===== src/design/periodic_duplicate_atom_detector_top_defines.svh =====
// Assertion macros shared by the duplicate atom detector modules.
// Depends on nothing; expects aclk and aresetn in the scope of each use.
`ifndef PERIODIC_DUPLICATE_ATOM_DETECTOR_TOP_DEFINES_SVH
`define PERIODIC_DUPLICATE_ATOM_DETECTOR_TOP_DEFINES_SVH

// Check cons in the same cycle as ante.
`define PDAD_ASSERT_NOW(lbl, ante, cons, msg) \
    lbl: assert property (@(posedge aclk) disable iff (!aresetn) (ante) |-> (cons)) \
        else $error(msg);

// Check cons in the cycle after ante.
`define PDAD_ASSERT_NEXT(lbl, ante, cons, msg) \
    lbl: assert property (@(posedge aclk) disable iff (!aresetn) (ante) |=> (cons)) \
        else $error(msg);

`endif


===== src/design/pdad_pkg.sv =====
// Shared types and constants of the duplicate atom detector.
// Used by the controller, the datapath and the top level.
package pdad_pkg;

    localparam int TYPE_BITS     = 8;
    localparam int POS_BITS      = 16;
    localparam int TOL_BITS      = 32;
    localparam int INDEX_BITS    = 8;
    localparam int MAX_ATOMS_DEF = 256;
    localparam int ENTRY_BITS    = TYPE_BITS + 3 * POS_BITS;

    typedef enum logic [1:0] {
        ST_IDLE,
        ST_SCAN,
        ST_DRAIN,
        ST_FINISH
    } state_t;

    // Commands from the controller to the datapath.
    typedef struct packed {
        logic load;     // take in a new atom
        logic issue;    // read the next table entry
        logic finish;   // store the atom and load the result
    } ctl_cmd_t;

    // Status from the datapath to the controller.
    typedef struct packed {
        logic scan_done;  // every valid entry has been read
        logic pipe_busy;  // compares still in flight
    } dp_stat_t;

endpackage


===== src/design/pdad_ctrl.sv =====
// Sequencer of the duplicate atom detector: handshakes and scan control.
// Depends on pdad_pkg and the assertion macro header.
`include "periodic_duplicate_atom_detector_top_defines.svh"

module pdad_ctrl
    import pdad_pkg::*;
(
    input  logic     aclk,
    input  logic     aresetn,
    input  logic     s_tvalid,
    output logic     s_tready,
    output logic     m_tvalid,
    input  logic     m_tready,
    input  dp_stat_t stat,
    output ctl_cmd_t cmd
);

    state_t state_reg, state_next;
    logic   m_tvalid_reg, m_tvalid_next;
    logic   out_free;

    assign out_free = !m_tvalid_reg || m_tready;

    always_comb begin
        state_next = state_reg;
        unique case (state_reg)
            ST_IDLE: begin
                if (s_tvalid) begin
                    state_next = ST_SCAN;
                end
            end
            ST_SCAN: begin
                if (stat.scan_done) begin
                    state_next = ST_DRAIN;
                end
            end
            ST_DRAIN: begin
                if (!stat.pipe_busy) begin
                    state_next = ST_FINISH;
                end
            end
            ST_FINISH: begin
                if (out_free) begin
                    state_next = ST_IDLE;
                end
            end
            default: state_next = ST_IDLE;
        endcase
    end

    always_comb begin
        s_tready   = (state_reg == ST_IDLE);
        cmd.load   = (state_reg == ST_IDLE) && s_tvalid;
        cmd.issue  = (state_reg == ST_SCAN) && !stat.scan_done;
        cmd.finish = (state_reg == ST_FINISH) && out_free;
    end

    // Hold the result until taken; a new one only lands in a free slot.
    always_comb begin
        m_tvalid_next = m_tvalid_reg;
        if (cmd.finish) begin
            m_tvalid_next = 1'b1;
        end else if (m_tready) begin
            m_tvalid_next = 1'b0;
        end
    end

    always_ff @(posedge aclk) begin
        if (!aresetn) begin
            state_reg    <= ST_IDLE;
            m_tvalid_reg <= 1'b0;
        end else begin
            state_reg    <= state_next;
            m_tvalid_reg <= m_tvalid_next;
        end
    end

    assign m_tvalid = m_tvalid_reg;

    `PDAD_ASSERT_NOW(a_finish_slot_free, cmd.finish, !m_tvalid_reg || m_tready, "result overwritten")
    `PDAD_ASSERT_NEXT(a_load_starts_scan, cmd.load, state_reg == ST_SCAN, "accept did not start scan")
    `PDAD_ASSERT_NEXT(a_drain_exit, (state_reg == ST_DRAIN) && !stat.pipe_busy, state_reg == ST_FINISH, "drain stuck")

endmodule


===== config.mk =====
export PLATFORM = sky130hd
export DESIGN_NAME = pdad_ctrl
export DESIGN_NICKNAME = d
export VERILOG_FILES = /design/src/design/pdad_pkg.sv /design/src/design/pdad_ctrl.sv
export VERILOG_INCLUDE_DIRS = /design/src /design/src/design
export SDC_FILE = /design/constraint.sdc
export NUM_CORES = 1
export LEC_CHECK = 0
export ABC_AREA = 1
export BUFFER_PORTS_ARGS = -buffer_cell sky130_fd_sc_hd__buf_2
export CORE_AREA = 3 3 40 42
export DETAILED_ROUTE_END_ITERATION = 6
export DIE_AREA = 0 0 43 45
export MAX_ROUTING_LAYER = met4
export PLACE_DENSITY = 0.47
export SLEW_MARGIN = 20
export SYNTH_ARGS = -nofsm -noshare
export SYNTH_HDL_FRONTEND = slang
export SYNTH_SLANG_ARGS = --single-unit

===== constraint.sdc =====
create_clock -name aclk -period 1.3 [get_ports aclk]
set_input_delay 0.195 -clock aclk [delete_from_list [all_inputs] [get_ports aclk]]
set_output_delay 0.195 -clock aclk [all_outputs]
set_load 0.02 [all_outputs]

**Word-level counts from Yosys, hierarchy flattened**

Index checks and enable logic that the tools add are counted.

- Reductions and logical operators: 9
- Eq/ne operators: 7
- Mux-type cells: 7
- Add/subtract/negate cells: 0
- Div/mod/pow operators: 0
- Bitwise logic cells: 0
- $lt $le $gt $ge: 0
- $mul: 0
- Shift-type cells: 0

Operators with widths:

| kind | number |
|---|---|
| $mux W2 | 4 |
| $ne A2 B2 Y1 const B | 4 |
| $pmux W2 S4 | 1 |
| $eq A2 B2 Y1 const B | 2 |
| $reduce_and A4 Y1 | 1 |
| $logic_and A1 B1 Y1 | 3 |
| $eq A2 B1 Y1 const B | 1 |
| $logic_not A1 Y1 | 2 |
| $logic_not A2 Y1 | 1 |
| $mux W1 | 2 |
| $reduce_bool A2 Y1 | 1 |
| $logic_or A1 B1 Y1 | 1 |

- Bits in latches: 0
- Bits of input ports: 6
- Output and inout port bits: 5
- Logic and storage cells: 25
- ROM bits: 0
- Memories kept: 0
- Bits in writable memories: 0
- Flip-flop bits (word level): 3

**Logic depth before layout (Yosys ltp)**

- Depth after elaboration: 4
- Mapped depth: 8
- Gate-level depth less buffers: 8

**Worst setup path after synthesis**

OpenSTA, ideal clock, no wires.

- Kind: register -> register
- Start point: register state_reg[0]
- End point: register state_reg[0]
- Path slack: 0.044 ns
- Data arrival time: 1.143 ns
- Buffers on the path: 0
- Required time: 1.187 ns
- Setup time: 0.113 ns
- Stages on the path, launching flop included: 9
- Path through: dfxtp_1 > inv_1 > ha_1 > inv_1 > o21ai_2 > nor2_2 > nand2_1 > nand2_1 > nor2_1

- Longest elaborated chain between the ends: 3

RTL lines:

| item | RTL line | source |
|---|---|---|
| start, declared | pdad_ctrl.sv:18 | `state_t state_reg, state_next;` |
| start signal, assigned | pdad_ctrl.sv:73 | `state_reg <= state_next;` |
| $logic_not A2 Y1 * | -- |  |
| named net s_tready | pdad_ctrl.sv:11 | `output logic s_tready,` |
| $ne A2 B2 Y1 (no source line) | -- |  |
| $reduce_and A4 Y1 (no source line) | -- |  |

Mark *: on every way through the listed nets, which the timed path passes. The rest lies on a longest branch.
A chain may end at the register's enable or synchronous reset.

==> flow_metrics.tcl <==
set metrics [dict create \
    place_ws_ns 0.0574 \
    cts-buffers-inserted 3 \
    vdd_ir_drop_max_mv 0.691 \
    start_util_pct 19.8 \
    clkTransAtPathRegs_ns 0.04 \
    via_per_inst 3.64 \
    finalSetupViolations 0 \
    crit_fanout 4 \
    whs_endpoint "state_reg[1]" \
    groute.usage.overall_pct 6.33 \
    multi_input_area_um2 171 \
    reg2reg_slack_ns 0.13 \
    syn_area_per_cell_um2 6.86 \
    clockRootBuffer "clkbuf_4" \
    cts_buffer_depth 2 \
    yosysWarningCount 0 \
    clk_latency_ns 0.23 \
    synth_top_area_share_pct 24.6 \
    overflow 0 \
    syn-num-nets 48 \
    vias 240 \
    synth-main-ff-cell "dfxtp_1" \
    post-route-period-util_pct 97.7 \
    ant_nets 0 \
    cts_sinks 3 \
    diodes 0 \
    setup_slack_ns 0.0297 \
    cpPeakStageDelay_ns 0.36 \
    io_buffers 10 \
    post-route-min-period_ns 1.27 \
    fmax_mhz 787 \
    largest_reg_flops 2 \
    grt_pass1_wl_um 841 \
    drt_iter0_markers 3 \
    syn_inst 37 \
    die_area_um2 1940 \
    synth_edf_count 0 \
    synth_cell_types 12 \
    area_growth_pct 51.2 \
    seq_area_um2 65.1 \
    drive_gt1_share_pct 52.9 \
    setup.worst_path.end_class "primary output" \
    core_region_area_um2 1280 \
    place.gp.congestion 0.697 \
    wl_per_cell_um 7.50 \
    power_density_nw_per_um2 2310 \
    max-slew-margin-rel_pct 89.2 \
    critical_path.cell_chain "ha_2 > inv_1 > a21oi_2 > buf_6" \
    yosysMostFrequentCell "nand2_1" \
    final-max-slew-violation-count 0 \
    cap_viol_max_count 0 \
    nNetsFinal 63 \
    crit_slowest_cell "dfxtp_4" \
    die_w_um 43 \
    reg2reg_from "state_reg[1]" \
    synthTopCellsByCount "nand2_1 (9), inv_1 (8), ha_1 (5), nor2_1 (5), dfxtp_1 (3)" \
    tightestPinTransition_ns 0.162 \
    place_area_um2 315 \
    holdCritPathClass "in2reg" \
    r2r_cells 8 \
    grt_max_degree 5 \
    fill_cells 139 \
    rr_endpoint "state_reg[0]" \
    antenna_found_initial 0 \
    wl_um 495 \
    route.detailed.drc 0 \
    post-route-cell-area_um2 384 \
    num_rows 13 \
    netlist_area_um2 254 \
    min-delay-start "aresetn" \
    htreeDepth 1 \
    first_pass_iters 4 \
    cts_tree "done" \
    status "complete, no violations" \
    synth.area.top_cells "ha_1 (25%), dfxtp_1 (24%), nand2_1 (13%)" \
    critPathLaunchType "flop" \
    startpoint "state_reg[0]" \
    ys_seq_elements 3 \
    rsz0062_at_grt "yes" \
    die_y_um 45 \
    synth_top_cell_by_area "ha_1" \
    cp.required_ns 1.11 \
    fin_skew_ns 0.00120 \
    finalHoldViolCount 0 \
    critPathKind "reg2out" \
    ios 11 \
    holdPathStages 3 \
    async_reset_ff_share_pct 0 \
    arrival_ns 1.08 \
    grt_pass1_vias 209 \
    hpwl_um 365 \
    ys_seq_area_share_pct 23.6 \
    p_leak_nw 0.212 \
]
[logic make-up (layout without fill, tap and decap cells)]
family,Yosys count,in the layout,share of synthesized area (%)
AO/OA/AOI/OAI,3,3,8.37
AND/OR/NAND/NOR,16,16,27.1
flip-flops,3,3,23.6
buffers and inverters,10,24,16.3
adder cells (fa/ha/maj),5,5,24.6
[critical path, delay by kind of cell, from the launching register on]
| kind | cells | cell delay, ns |
|---|---|---|
| buffers and inverters | 2 | 0.19 |
| AOI/OAI and AO/OA | 1 | 0.11 |
| DFF | 1 | 0.36 |
| adders and majority gates | 1 | 0.18 |
[final cells by class]
class,instances,share of cell area [%]
Timing Repair Buffer,11,17.9
Inverter,9,8.79
Multi-Input combinational cell,24,44.6
Sequential cell,3,16.9
Clock buffer,4,6.84
Tap cell,15,4.89
[repair_timing]
| action | CTS | global route |
|---|---|---|
| hold buffers | 0 | 0 |
| pin swaps | 0 | 1 |
| resized for setup | 5 | 10 |
| endpoints found under the setup margin | 4 | 5 |
| buffers inserted | 1 | 0 |
[layout by cell type, fill, tap and decap left out]
cell type	instances
buf_6	1
inv_1	6
nand3_2	1
nand2_2	1
buf_4	3
ha_1	2
a21oi_2	1
nor2_4	1
clkbuf_1	1
dfxtp_4	1
dfxtp_2	1
a21boi_0	1
buf_2	7
o21ai_2	1
clkbuf_4	3
dfxtp_1	1
nor2_1	5
inv_2	3
nand2_1	8
ha_2	3
[worst max path at each step]
stage                         to  slack [ns]  cells past startpoint
global route              cmd[0]       -0.03                      4
CTS                       cmd[0]      0.0009                      4
finish                    cmd[0]        0.03                      4
detailed placement  state_reg[0]        0.06                      8
global placement    state_reg[1]        0.05                      8
floorplan           state_reg[0]        0.04                      8
[report_power, final]
part           leakage (nW)  total (mW)  switching (mW)  internal, mW
registers            0.0256       0.188          0.0436         0.145
clock network        0.0150       0.167          0.0520         0.115
logic                 0.171       0.530           0.305         0.226
[metrics by stage]
stage,utilization (%),instances,hold slack (ns),power (mW),TNS (ns)
floorplan,-,37,0.315,0.527,0
global placement,24.5,61,0.453,0.623,0
detailed placement,24.5,61,0.457,0.618,0
CTS,27.9,66,0.200,0.847,0
global route,29.9,66,0.202,1.00,-0.0299
finish,29.9,66,0.211,0.886,0
[metal layers]
layer,vias up,share of wire (%),wire (µm),track usage [%]
li1,136,-,-,-
met1,100,44,217,6.70
met2,4,50,249,9.28
met3,0,5.7,28,4.78
met4,0,0,0,1.81
met5,-,0,0,-
Power figures use the tool's default switching activity.
